`src/design/kec_pkg.sv`:
```
`timescale 1ns / 1ps
// ----------------------------------------------------------------------------
// kec_pkg
// types and constants shared by the k-mer extract and count unit
// ----------------------------------------------------------------------------
package kec_pkg;

	localparam int KMER_W  = 62;
	localparam int CNT_W   = 16;
	localparam int SLOT_W  = 16;
	localparam int MINC_W  = 7;

	// slot count of the hash table, one slot per slot_index value
	localparam int TABLE_SLOTS = 65536;

	localparam logic [1:0] ST_NONE  = 2'd0;
	localparam logic [1:0] ST_COUNT = 2'd1;
	localparam logic [1:0] ST_FULL  = 2'd2;
	localparam logic [1:0] ST_SLOT  = 2'd3;

	localparam logic OP_BASE = 1'b0;
	localparam logic OP_READ = 1'b1;

	localparam logic [7:0] CH_A = 8'h41;
	localparam logic [7:0] CH_C = 8'h43;
	localparam logic [7:0] CH_G = 8'h47;
	localparam logic [7:0] CH_T = 8'h54;

	typedef struct packed {
		logic              op;
		logic [7:0]        base_char;
		logic              read_start;
		logic [SLOT_W-1:0] slot_index;
	} kec_in_t;

	typedef struct packed {
		logic [1:0]        status;
		logic [KMER_W-1:0] kmer;
		logic [CNT_W-1:0]  count;
		logic              slot_used;
		logic              passes_cutoff;
	} kec_out_t;

	typedef enum logic [2:0] {
		S_IDLE,
		S_READ,
		S_PROBE,
		S_WRITE,
		S_SLOT
	} kec_state_t;

	// base coding: A=0 G=1 C=2 T=3, bit 2 flags unknown
	function automatic logic [2:0] base_code(input logic [7:0] c);
		logic [2:0] r;
		case (c)
			CH_A:    r = 3'd0;
			CH_G:    r = 3'd1;
			CH_C:    r = 3'd2;
			CH_T:    r = 3'd3;
			default: r = 3'd4;
		endcase
		return r;
	endfunction

endpackage

```
`src/design/kec_window.sv`:
```
`timescale 1ns / 1ps
// ----------------------------------------------------------------------------
// kec_window
// shifts bases into the k-mer window and tracks the valid run length
// ----------------------------------------------------------------------------
module kec_window #(
	parameter int KMER_LEN = 31
) (
	input  logic                    clk,
	input  logic                    arst_n,
	input  logic                    step,
	input  logic [7:0]              base_char,
	input  logic                    read_start,
	output logic [2*KMER_LEN-1:0]   key,
	output logic                    key_ok
);
	import kec_pkg::*;

	localparam int KW = 2 * KMER_LEN;
	localparam int RW = $clog2(KMER_LEN + 1);

	logic [KW-1:0] window_q;
	logic [RW-1:0] run_q;
	logic [2:0]    code;
	logic [KW-1:0] win_base;
	logic [KW-1:0] win_next;
	logic [RW-1:0] run_base;
	logic [RW-1:0] run_next;

	always_comb begin
		code     = base_code(base_char);
		win_base = read_start ? '0 : window_q;
		run_base = read_start ? '0 : run_q;
		win_next = (win_base >> 2) | (KW'(code[1:0]) << (KW - 2));
		if (code[2]) begin
			win_next = win_base;
			run_next = '0;
		end else if (run_base < RW'(KMER_LEN)) begin
			run_next = run_base + 1'b1;
		end else begin
			run_next = run_base;
		end
	end

	always_ff @(posedge clk or negedge arst_n) begin
		if (!arst_n) begin
			window_q <= '0;
			run_q    <= '0;
		end else if (step) begin
			window_q <= win_next;
			run_q    <= run_next;
		end
	end

	assign key    = win_next;
	assign key_ok = !code[2] && (run_next == RW'(KMER_LEN));

endmodule

```
`config.mk`:
```
export PLATFORM = sky130hd
export DESIGN_NAME = kec_window
export DESIGN_NICKNAME = d
export VERILOG_FILES = /design/src/design/kec_pkg.sv /design/src/design/kec_window.sv
export SDC_FILE = /design/constraint.sdc
export NUM_CORES = 1
export LEC_CHECK = 0
export ABC_CLOCK_PERIOD_IN_PS = 2080
export BUFFER_PORTS_ARGS = -buffer_cell sky130_fd_sc_hd__buf_2
export CELL_PAD_IN_SITES_DETAIL_PLACEMENT = 1
export CELL_PAD_IN_SITES_GLOBAL_PLACEMENT = 1
export CORE_ASPECT_RATIO = 0.7
export CORE_UTILIZATION = 40
export CTS_CLUSTER_SIZE = 12
export DETAILED_ROUTE_END_ITERATION = 12
export PLACE_DENSITY = 0.83
export SYNTH_ARGS = -nofsm -noshare
export SYNTH_HDL_FRONTEND = slang
export SYNTH_SLANG_ARGS = --single-unit
```
`constraint.sdc`:
```
create_clock -name clk -period 2.08 [get_ports clk]
set_input_delay 0.208 -clock clk [delete_from_list [all_inputs] [get_ports clk]]
set_output_delay 0.208 -clock clk [all_outputs]
set_load 0.005 [all_outputs]
```
==> results.md, run 1 <==
* Status: completed
* WP data required at 1.87 ns
* DP HPWL at 9537 um
* Maxcap violations at 0
* Fillers at 1291
* Critical path cell sequence: inv_1 > nor2_1 > ha_2 > buf_4 > a21o_1 > o211ai_1 > a211oi_2 > buf_2
* Critical setup path kind: reg -> out
* Main synth FF type: dfrtp_1
* DR WL/cell at 20.66 um
* Core ar. at 10590 um^2
* Vias in the first global route at 4795
* Final nets at 623
* Worst skew pair latency at 0.34 ns
* Most common cell after layout, fill and taps aside: o21ai_0
* DR pass1 iterations at 4
* Largest cells by area after synthesis: dfrtp_1 38%, o21ai_0 12%, nand3_1 8.9%, a21oi_1 6.9%, nand4_1 4.9%
* Critical R2R Launch: run_q[1]
* Sequential fraction of the synthesis area at 37.54%
* Hold Path Class: in -> reg
* Worst-margin pin slew at 0.5407 ns
* GRT Total Usage at 28.01%
* Area share of the largest cell type after synthesis at 37.54%
* TritonCTS buffer count at 9
* Iteration-0 DRC Markers at 406
* Register bit total from synthesis at 67
* Power Dens Cells at 612.1 nW/um^2
* Gr ovfl total at 0
* WHS at 0.2608 ns
* Unique masters post-synth at 40
* Final setup fails at 0
* Root Buffer: clkbuf_16
* Die X at 128.3 um
* Type of origin of the critical path: register
* Vias/cell at 6.448
* Initial core utilization at 42.18%
* Reg2reg setup slack at 0.47 ns
* Ys async rst share at 100.0%
* Routed WL at 15740 um
* Power Internal at 0.002436 W
* Largest net degree at the start of global routing at 124
* CP endpoint kind: output port
* Maximum VDD drop at 0.4313 mV
* Diodes inserted at 0
* Syn_area_per_cell at 7.836 um^2
* I/O pin cnt at 75
* Final Hold Viols at 0
* Fin crit share at 97.73%
* Slowest stage delay, CP at 0.36 ns
* RSZ-0062 raised after global routing: true
* Slew Limit Headroom at 63.57%
* Post-DRT Antenna Nets at 0
* Final Slew Violations at 0
* Clock sink total at 67
* Fin crit period at 2.033 ns
* Synthesis Warnings at 0
* PortBufs at 74
* Leak pwr at 2.181 nW
* R2R Path End: run_q[2]
* CP Data Arrival Time at 1.82 ns
* Clock buffer depth at 2
* Row count at 31
* Most frequent cells in the layout: 104 x o21ai_0, 79 x nand3_1, 73 x buf_2, 67 x dfrtp_1, 62 x a21oi_1
* Global-route wire length before repair at 25960 um
* Layout Cells excl Fill at 762
* Antenna violations before repair at 0
* Mapped Nets at 583
* Dpl cells at 743
* TritonCTS clock tree: done
* Layout Skew at 0.005551 ns
* Via count at 4913
* Critical Path Fanout Max at 4
* Sw Share at 25.18%
* GPL Wtd Cong at 0.8338
* CP endpoint: key_ok
* Comb power frac at 9.8%
* Leading area contributor after synthesis: dfrtp_1
* Die area at 11600 um^2
* Switching pwr at 0.0008198 W
* Sequential share of power at 40.5%
* H-tree levels at 3
* EDFF count, synth at 0
* Fmax at 491.9 MHz
* Crit path max-delay cell type: dfrtp_1
* Clk pwr share at 49.8%
* R2r worst-path depth at 8
* Critical path startpoint: run_q[1]
* Clock transition at the registers of the reported paths at 0.05 ns
* Detailed-route DRC error count at 0
* Share of cells above drive strength 1 at 20.20%
* DIE HEIGHT at 90.42 um
* Mapped cell area at 4467 um^2
* P&R area growth vs syn at 19.08%
* Synth Instances at 570
-- sequential cells by signal (all words and copies together) (netlist names) --
signal    count
window_q     62
run_q         5
-- worst max-delay path: cells and delay by family (launching register included) --
family	cells	cell delay [ns]
adder cells (fa/ha/maj)	1	0.24
AND/OR/NAND/NOR	1	0.12
flip-flops	1	0.36
buffers and inverters	3	0.33
AO/OA/AOI/OAI	3	0.44
-- through the flow --
stage	TNS [ns]	worst slack, ns	area, um^2	util [%]	total power [W]
finish	0	0.04726	5319	50.23	0.003256
global route	-0.02522	-0.02522	5319	50.23	0.003355
CTS	0	0.03030	5308	50.12	0.003272
detailed placement	0	0.1213	4954	46.78	0.001652
global placement	0	0.1473	4954	46.78	0.001643
floorplan	0	0.1781	4467	-	0.001516
-- layout make-up --
type                            instances  area (um^2)  area share (%)
Multi-Input combinational cell        428         2470           46.44
Sequential cell                        67         1677           31.52
Timing Repair Buffer                   99        654.4           12.30
Clock buffer                           14        284.0           5.340
Tap cell                              148        185.2           3.482
Clock inverter                          1        30.03          0.5646
Inverter                                5        18.77          0.3529
-- worst min-delay path by stage --
stage,startpoint,to,slack (ns),cells after the start
6_report,base_char[2],window_q[60],0.26,3
5_1_grt,base_char[2],window_q[60],0.30,3
4_1_cts,base_char[2],window_q[60],0.25,3
3_5_place_dp,arst_n,window_q[50],0.26,2
3_3_place_gp,arst_n,window_q[50],0.27,2
2_1_floorplan,arst_n,run_q[0],-0.09,0
-- power groups by stage --
stage	clock [W]	sequential [W]	combinational, W
global route	0.00170	0.00132	0.000343
CTS	0.00164	0.00132	0.000316
finish	0.00162	0.00132	0.000318
floorplan	0	0.00134	0.000179
global placement	0	0.00134	0.000304
detailed placement	0	0.00134	0.000312
-- what timing repair did --
| action | in CTS | in global routing |
|---|---|---|
| endpoints found under the hold margin | 67 | 0 |
| pin swaps | 1 | 2 |
| resized for setup | 4 | 1 |
| hold buffers | 1 | 0 |
| setup buffers | 2 | 1 |
| setup endpoints to repair | 1 | 3 |
-- logic make-up after synthesis --
kind of cell	synth area share, %
buffers and inverters	8.039
XOR/XNOR	0.1961
AND/OR/NAND/NOR	23.61
adder cells (fa/ha/maj)	0.2801
flip-flops	37.54
AO/OA/AOI/OAI	30.34
-- synthesized netlist by cell type, types with 2 or more instances --
library cell / instances
buf_4: 3
o21ai_1: 4
inv_2: 2
buf_2: 20
nor2b_1: 29
a41oi_1: 12
clkbuf_1: 37
inv_1: 3
o2111ai_1: 2
o21ai_0: 104
a32oi_1: 15
dfrtp_1: 67
nand3_1: 79
buf_6: 4
nor3_1: 2
buf_1: 5
a21o_1: 3
nand4_1: 35
nor3b_1: 2
o211ai_1: 21
a21oi_1: 62
nand2_1: 39
a31oi_1: 3
-- per-layer routing --
metal / track usage, % / wire (um) / vias up
li1: - / - / 2227
met1: 38.91 / 7168 / 2511
met2: 45.18 / 7641 / 161
met3: 4.562 / 732 / 14
met4: 6.863 / 197 / 0
met5: 0 / 0 / -
No activity file was read; power rests on OpenSTA's default activity.
==> inputs of run 2 (changes only) <==
- SETUP_SLACK_MARGIN: unset -> 0.3
==> run 2 against run 1 <==
Global-route usage rose by 6.0 points. Die area did not move. Sequential share of layout area fell by 7.6 points. Maximum frequency fell by 1.4%. Final cell count up 7.6%. Register-to-register slack worse by 0.10 ns. Worst hold slack worse by 0.027 ns. Clock power about the same.
==> results.md, run 2 (synthesis results as in run 1) <==
* Status: completed (unchanged)
* Critical setup path kind: reg -> out (unchanged)
* Critical path cell sequence: nor2b_4 > ha_4 > buf_4 > nand2_1 > a31oi_1 > a211oi_2 > buf_2 (was inv_1 > nor2_1 > ha_2 > buf_4 > a21o_1 > o211ai_1 > a211oi_2 > buf_2)
* WP data required at 1.87 ns (about the same)
* Most frequent cells in the layout: 72 x nand3_1, 70 x buf_2, 66 x dfrtp_1, 50 x a21oi_1, 42 x o21ai_0 (was 104 x o21ai_0, 79 x nand3_1, 73 x buf_2, 67 x dfrtp_1, 62 x a21oi_1)
* Die area at 11600 um^2 (unchanged)
* Row count at 31 (unchanged)
* Largest net degree at the start of global routing at 126 (was 124)
* Initial core utilization at 42.18% (unchanged)
* DR pass1 iterations at 5 (was 4)
* R2R Path End: run_q[2] (unchanged)
* Root Buffer: clkbuf_16 (unchanged)
* Final Hold Viols at 0 (unchanged)
* Fillers at 1177 (was 1291)
* Maximum VDD drop at 0.3679 mV (was 0.4313 mV)
* Clock transition at the registers of the reported paths at 0.06 ns (was 0.05 ns)
* Fin crit period at 2.062 ns (was 2.033 ns)
* Slew Limit Headroom at 58.07% (was 63.57%)
* Reg2reg setup slack at 0.37 ns (was 0.47 ns)
* WHS at 0.2339 ns (was 0.2608 ns)
* Critical Path Fanout Max at 4 (unchanged)
* R2r worst-path depth at 7 (was 8)
* DIE HEIGHT at 90.42 um (unchanged)
* Post-DRT Antenna Nets at 0 (unchanged)
* Fin crit share at 99.16% (was 97.73%)
* Max FFs per register at 62 (unchanged)
* Antenna violations before repair at 0 (unchanged)
* Fmax at 484.9 MHz (was 491.9 MHz)
* Gr ovfl total at 0 (unchanged)
* Type of origin of the critical path: register (unchanged)
* Worst skew pair latency at 0.36 ns (was 0.34 ns)
* Clock sink total at 67 (unchanged)
* TNS Setup at 0 ns (unchanged)
* CP bufs+invs at 2 (was 3)
* Diodes inserted at 0 (unchanged)
* Worst-margin pin slew at 0.6289 ns (was 0.5407 ns)
* DP HPWL at 9197 um (was 9537 um)
* Leak pwr at 2.767 nW (was 2.181 nW)
* TritonCTS clock tree: done (unchanged)
* Most common cell after layout, fill and taps aside: nand3_1 (was o21ai_0)
* CP endpoint kind: output port (unchanged)
* Hold path start: base_char[2] (unchanged)
* Clock buffer depth at 2 (unchanged)
* I/O pin cnt at 75 (unchanged)
* Iteration-0 DRC Markers at 851 (was 406)
* Power Dens Cells at 502.3 nW/um^2 (was 612.1 nW/um^2)
* Via count at 6115 (was 4913)
* P&R area growth vs syn at 56.89% (was 19.08%)
* Global-route wire length before repair at 30610 um (was 25960 um)
* Top Family by Delay on Critical Path: flip-flops (was compound AO/OA/AOI/OAI gates)
* Largest Register: window_q (unchanged)
* Layout Skew at 0.007936 ns (was 0.005551 ns)
* Critical R2R Launch: run_q[0] (was run_q[1])
* GRT Total Usage at 33.99% (was 28.01%)
* Hold path cells at 3 (unchanged)
* Vias in the first global route at 5371 (was 4795)
* Vias/cell at 7.457 (was 6.448)
* CP Data Arrival Time at 1.85 ns (was 1.82 ns)
* Slowest stage delay, CP at 0.39 ns (was 0.36 ns)
* Core ar. at 10590 um^2 (unchanged)
* WHS Endpoint: window_q[60] (unchanged)
* Hold Path Class: in -> reg (unchanged)
* H-tree levels at 3 (unchanged)
* Leading registers by flop count: window_q (62), run_q (5) (unchanged)
* Final setup fails at 0 (unchanged)
* GPL Wtd Cong at 0.7933 (was 0.8338)
* TritonCTS buffer count at 9 (unchanged)
* RSZ-0062 raised after global routing: true (unchanged)
* Routed WL at 26910 um (was 15740 um)
* Maxcap violations at 0 (unchanged)
* Final nets at 682 (was 623)
* Final Slew Violations at 0 (unchanged)
* Crit path max-delay cell type: dfrtp_1 (unchanged)
* Share of cells above drive strength 1 at 39.43% (was 20.20%)
* Die X at 128.3 um (unchanged)
* Detailed-route DRC error count at 0 (unchanged)
* PortBufs at 74 (unchanged)
* DR WL/cell at 32.82 um (was 20.66 um)
run 2: cell types whose count changed in the layout (fill, tap and decap cells not counted), moves of 13 or more:
cell       previous run  this run
o21ai_0             104        42
o21ai_4               0        41
o21ai_2               0        19
buf_6                 1        16
buf_4                17        30
clkbuf_16             9        22
run 2: cell type report:
class	count	area (um^2)	share of cell area [%]
Clock buffer	11	242.7	3.464
Clock inverter	3	40.04	0.5713
Inverter	5	18.77	0.2678
Multi-Input combinational cell	429	3134	44.72
Sequential cell	67	1678	23.94
Tap cell	148	185.2	2.642
Timing Repair Buffer	157	1709	24.39
run 2: per-layer routing:
layer	routed length (um)	track usage [%]	up-vias
li1	-	-	2359
met1	9948	46.32	3003
met2	11740	52.52	570
met3	3447	6.398	183
met4	1781	14.41	0
met5	0	0	-
run 2: worst register-to-register path, stage by stage (launching register included):
cell	delay (ns)
dfrtp_1	0.39
nor2b_4	0.21
ha_4	0.19
buf_4	0.13
nand2_1	0.08
a311o_1	0.38
o2111ai_1	0.10
a21oi_1	0.11
run 2: power by group:
group          internal [W]  leakage, nW  switching [W]
combinational      0.000200         1.69       0.000395
clock              0.000946        0.141       0.000662
sequential          0.00131        0.934     0.00000953
total               0.00245         2.77        0.00107
run 2: how the worst max path moves through the flow:
stage          cells past startpoint       to          from
6_report                           7   key_ok      run_q[0]
3_3_place_gp                       6  key[13]  base_char[3]
3_5_place_dp                       7  key[30]  base_char[0]
4_1_cts                            7   key_ok      run_q[0]
2_1_floorplan                      8   key_ok    read_start
5_1_grt                            7   key_ok      run_q[1]
run 2: per-stage QoR:
stage          total power, W  setup WS (ns)  util, %  cell area (um^2)  std cells
3_5_place_dp         0.001660         0.1405    47.04              4981        739
6_report             0.003520        0.01752    66.18              7008        820
3_3_place_gp         0.001650         0.1478    47.04              4981        739
2_1_floorplan        0.001517         0.3142        -              4476        570
5_1_grt              0.003570       -0.07994    66.18              7008        820
4_1_cts              0.003279         0.1569    56.53              5986        782
run 2: what timing repair did:
| action | 4_1_cts | 5_1_grt |
|---|---|---|
| buffers inserted | 18 | 21 |
| pin swaps | 35 | 40 |
| endpoints found under the hold margin | 67 | 0 |
| endpoints found under the setup margin | 62 | 114 |
| hold buffers | 1 | 0 |
| gates resized for setup | 138 | 91 |
| cloned | 10 | 17 |
==> inputs of run 3 (changes only) <==
- CORE_ASPECT_RATIO: 0.7 -> unset
- CORE_UTILIZATION: 40 -> 35
- PLACE_DENSITY: 0.83 -> 0.74
- REMOVE_ABC_BUFFERS: unset -> 1
==> run 3 against run 2 <==
The run now ends with negative setup slack left. Critical path depth is 2 lower. Setup slack worse by 0.11 ns. Wire length is 1.8% higher.
==> results.md, run 3 (synthesis results as in run 1) <==
* TritonCTS buffer count at 9 (unchanged)
* Fin crit period at 2.177 ns (was 2.062 ns)
* Hold Path Class: in -> reg (unchanged)
* GRT Total Usage at 31.02% (was 33.99%)
* Clock buffer depth at 2 (unchanged)
* I/O pin cnt at 75 (unchanged)
* CP bufs+invs at 1 (was 2)
* Slew Limit Headroom at 40.29% (was 58.07%)
* TritonCTS clock tree: done (unchanged)
* Leak pwr at 2.925 nW (was 2.767 nW)
* GPL Wtd Cong at 0.7505 (was 0.7933)
* Gr ovfl total at 0 (unchanged)
* Die X at 115.0 um (was 128.3 um)
* Power Dens Cells at 467.2 nW/um^2 (was 502.3 nW/um^2)
* RSZ-0062 raised after global routing: true (unchanged)
* DP Area at 5001 um^2 (was 4981 um^2)
* DR WL/cell at 31.93 um (was 32.82 um)
* Maximum VDD drop at 0.4310 mV (was 0.3679 mV)
* Core Util, Final at 61.85% (was 66.18%)
* Via count at 6188 (was 6115)
* Largest net degree at the start of global routing at 96 (was 126)
* Final nets at 699 (was 682)
* Most frequent cells in the layout: 78 x nand3_1, 71 x buf_2, 67 x dfrtp_1, 52 x o21ai_4, 51 x a21oi_2 (was 72 x nand3_1, 70 x buf_2, 66 x dfrtp_1, 50 x a21oi_1, 42 x o21ai_0)
* Worst skew pair latency at 0.36 ns (about the same)
* P&R area growth vs syn at 69.10% (was 56.89%)
* DR pass1 iterations at 7 (was 5)
* Fin crit share at 104.7% (was 99.16%)
* Row count at 40 (was 31)
* Vias in the first global route at 5426 (was 5371)
* Reg2reg setup slack at 0.34 ns (was 0.37 ns)
* Layout Skew at 0.01096 ns (was 0.007936 ns)
* Global-route wire length before repair at 31340 um (was 30610 um)
* Setup WS pre-CTS at 0.09863 ns (was 0.1405 ns)
* WP data required at 1.87 ns (about the same)
* Final Hold Viols at 0 (unchanged)
* Worst-margin pin slew at 0.8956 ns (was 0.6289 ns)
* Root Buffer: clkbuf_16 (unchanged)
* Critical path startpoint: run_q[2] (was run_q[0])
* Top Family by Delay on Critical Path: flip-flops (unchanged)
* Detailed-route DRC error count at 0 (unchanged)
* Critical Path Fanout Max at 9 (was 4)
* Slowest stage delay, CP at 0.55 ns (was 0.39 ns)
* Critical R2R Launch: run_q[1] (was run_q[0])
* Final Slew Violations at 0 (unchanged)
* Final setup margin at -0.09714 ns (was 0.01752 ns)
* Clock transition at the registers of the reported paths at 0.06 ns (about the same)
* Routed WL at 27400 um (was 26910 um)
* Core ar. at 12210 um^2 (was 10590 um^2)
* Die area at 13220 um^2 (was 11600 um^2)
* Critical setup path kind: reg -> out (unchanged)
* R2r worst-path depth at 8 (was 7)
* Iteration-0 DRC Markers at 818 (was 851)
* Failing checks: negative setup slack
* Clock sink total at 67 (unchanged)
* Critical path depth in cells at 5 (was 7)
* Initial core utilization at 36.58% (was 42.18%)
* Fin area at 7553 um^2 (was 7008 um^2)
* Critical path cell sequence: nand4_1 > nor3_1 > a31oi_1 > a211oi_2 > buf_2 (was nor2b_4 > ha_4 > buf_4 > nand2_1 > a31oi_1 > a211oi_2 > buf_2)
* Status: finished with violations (was completed)
* PortBufs at 74 (unchanged)
* H-tree levels at 3 (unchanged)
* Diodes inserted at 0 (unchanged)
* Crit path max-delay cell type: dfrtp_1 (unchanged)
* Fillers at 1313 (was 1177)
* Final setup fails at 2 (was 0)
* Largest Register: window_q (unchanged)
* Maxcap violations at 0 (unchanged)
* DP HPWL at 9118 um (was 9197 um)
* R2R Path End: run_q[2] (unchanged)
* Share of cells above drive strength 1 at 48.55% (was 39.43%)
* Max FFs per register at 62 (unchanged)
* Antenna violations before repair at 0 (unchanged)
* Most common cell after layout, fill and taps aside: nand3_1 (unchanged)
* Post-DRT Antenna Nets at 0 (unchanged)
* CP Data Arrival Time at 1.97 ns (was 1.85 ns)
* DIE HEIGHT at 115.0 um (was 90.42 um)
* Fmax at 459.3 MHz (was 484.9 MHz)
* Vias/cell at 7.212 (was 7.457)
* Leading registers by flop count: window_q (62), run_q (5) (unchanged)
* CP endpoint: key_ok (unchanged)
* Type of origin of the critical path: register (unchanged)
* CP endpoint kind: output port (unchanged)
-- run 3: cell types whose count changed in the layout (fill, tap and decap cells not counted), moves of 12 or more --
cell     before  now
a21oi_1      50   11
a21oi_2      12   51
o21ai_0      42   19
o21ai_1       6   28
buf_4        30   46
a41oi_1      12    0
-- run 3: per-stage QoR --
stage	setup TNS [ns]	instances	total power (W)	hold WS (ns)
floorplan	-151.61	500	0.001444	-0.08759
global placement	0	766	0.001646	0.2399
detailed placement	0	766	0.001653	0.2417
CTS	0	822	0.003256	0.2216
global route	-0.2304	858	0.003580	0.2867
finish	-0.1359	858	0.003529	0.2725
-- run 3: metal layers --
metal,routed length [um],track usage [%]
met1,9963,38.48
met2,12340,50.44
met3,2843,6.800
met4,2245,16.62
met5,0,0
-- run 3: cell type report --
class                   count  area [um^2]  share of cell area (%)
well taps                 168        210.2                   2.783
multi-input cells         429         3491                   46.22
repair buffers            174         1881                   24.90
inverters                   5        18.77                  0.2485
flip-flops and latches     67         1677                   22.20
clock inverters             3        40.04                  0.5301
clock buffers              12        236.5                   3.131
-- run 3: power breakdown --
part / total [W] / switching (W) / internal, W
Sequential: 0.00132 / 0.00000818 / 0.00131
Combinational: 0.000645 / 0.000431 / 0.000214
Clock: 0.00157 / 0.000647 / 0.000920
-- run 3: worst min path at each step --
stage	slack (ns)	end	from	cells past startpoint
6_report	0.27	window_q[60]	base_char[2]	3
2_1_floorplan	-0.09	run_q[0]	arst_n	0
3_5_place_dp	0.24	window_q[60]	arst_n	2
4_1_cts	0.22	window_q[60]	base_char[2]	3
5_1_grt	0.29	window_q[60]	base_char[2]	3
3_3_place_gp	0.24	window_q[60]	arst_n	2
-- run 3: worst min-delay path: cells and delay by family --
kind | cells | cell delay, ns
compound gates | 1 | 0.11
simple gates | 1 | 0.11
buf+inv | 1 | 0.14
-- run 3: repair_timing --
item,CTS,global route
setup buffers,28,23
setup endpoints to repair,60,123
gates resized for setup,154,177
hold buffers,1,0
cloned,12,13
hold endpoints to repair,24,0
pin swaps,53,95
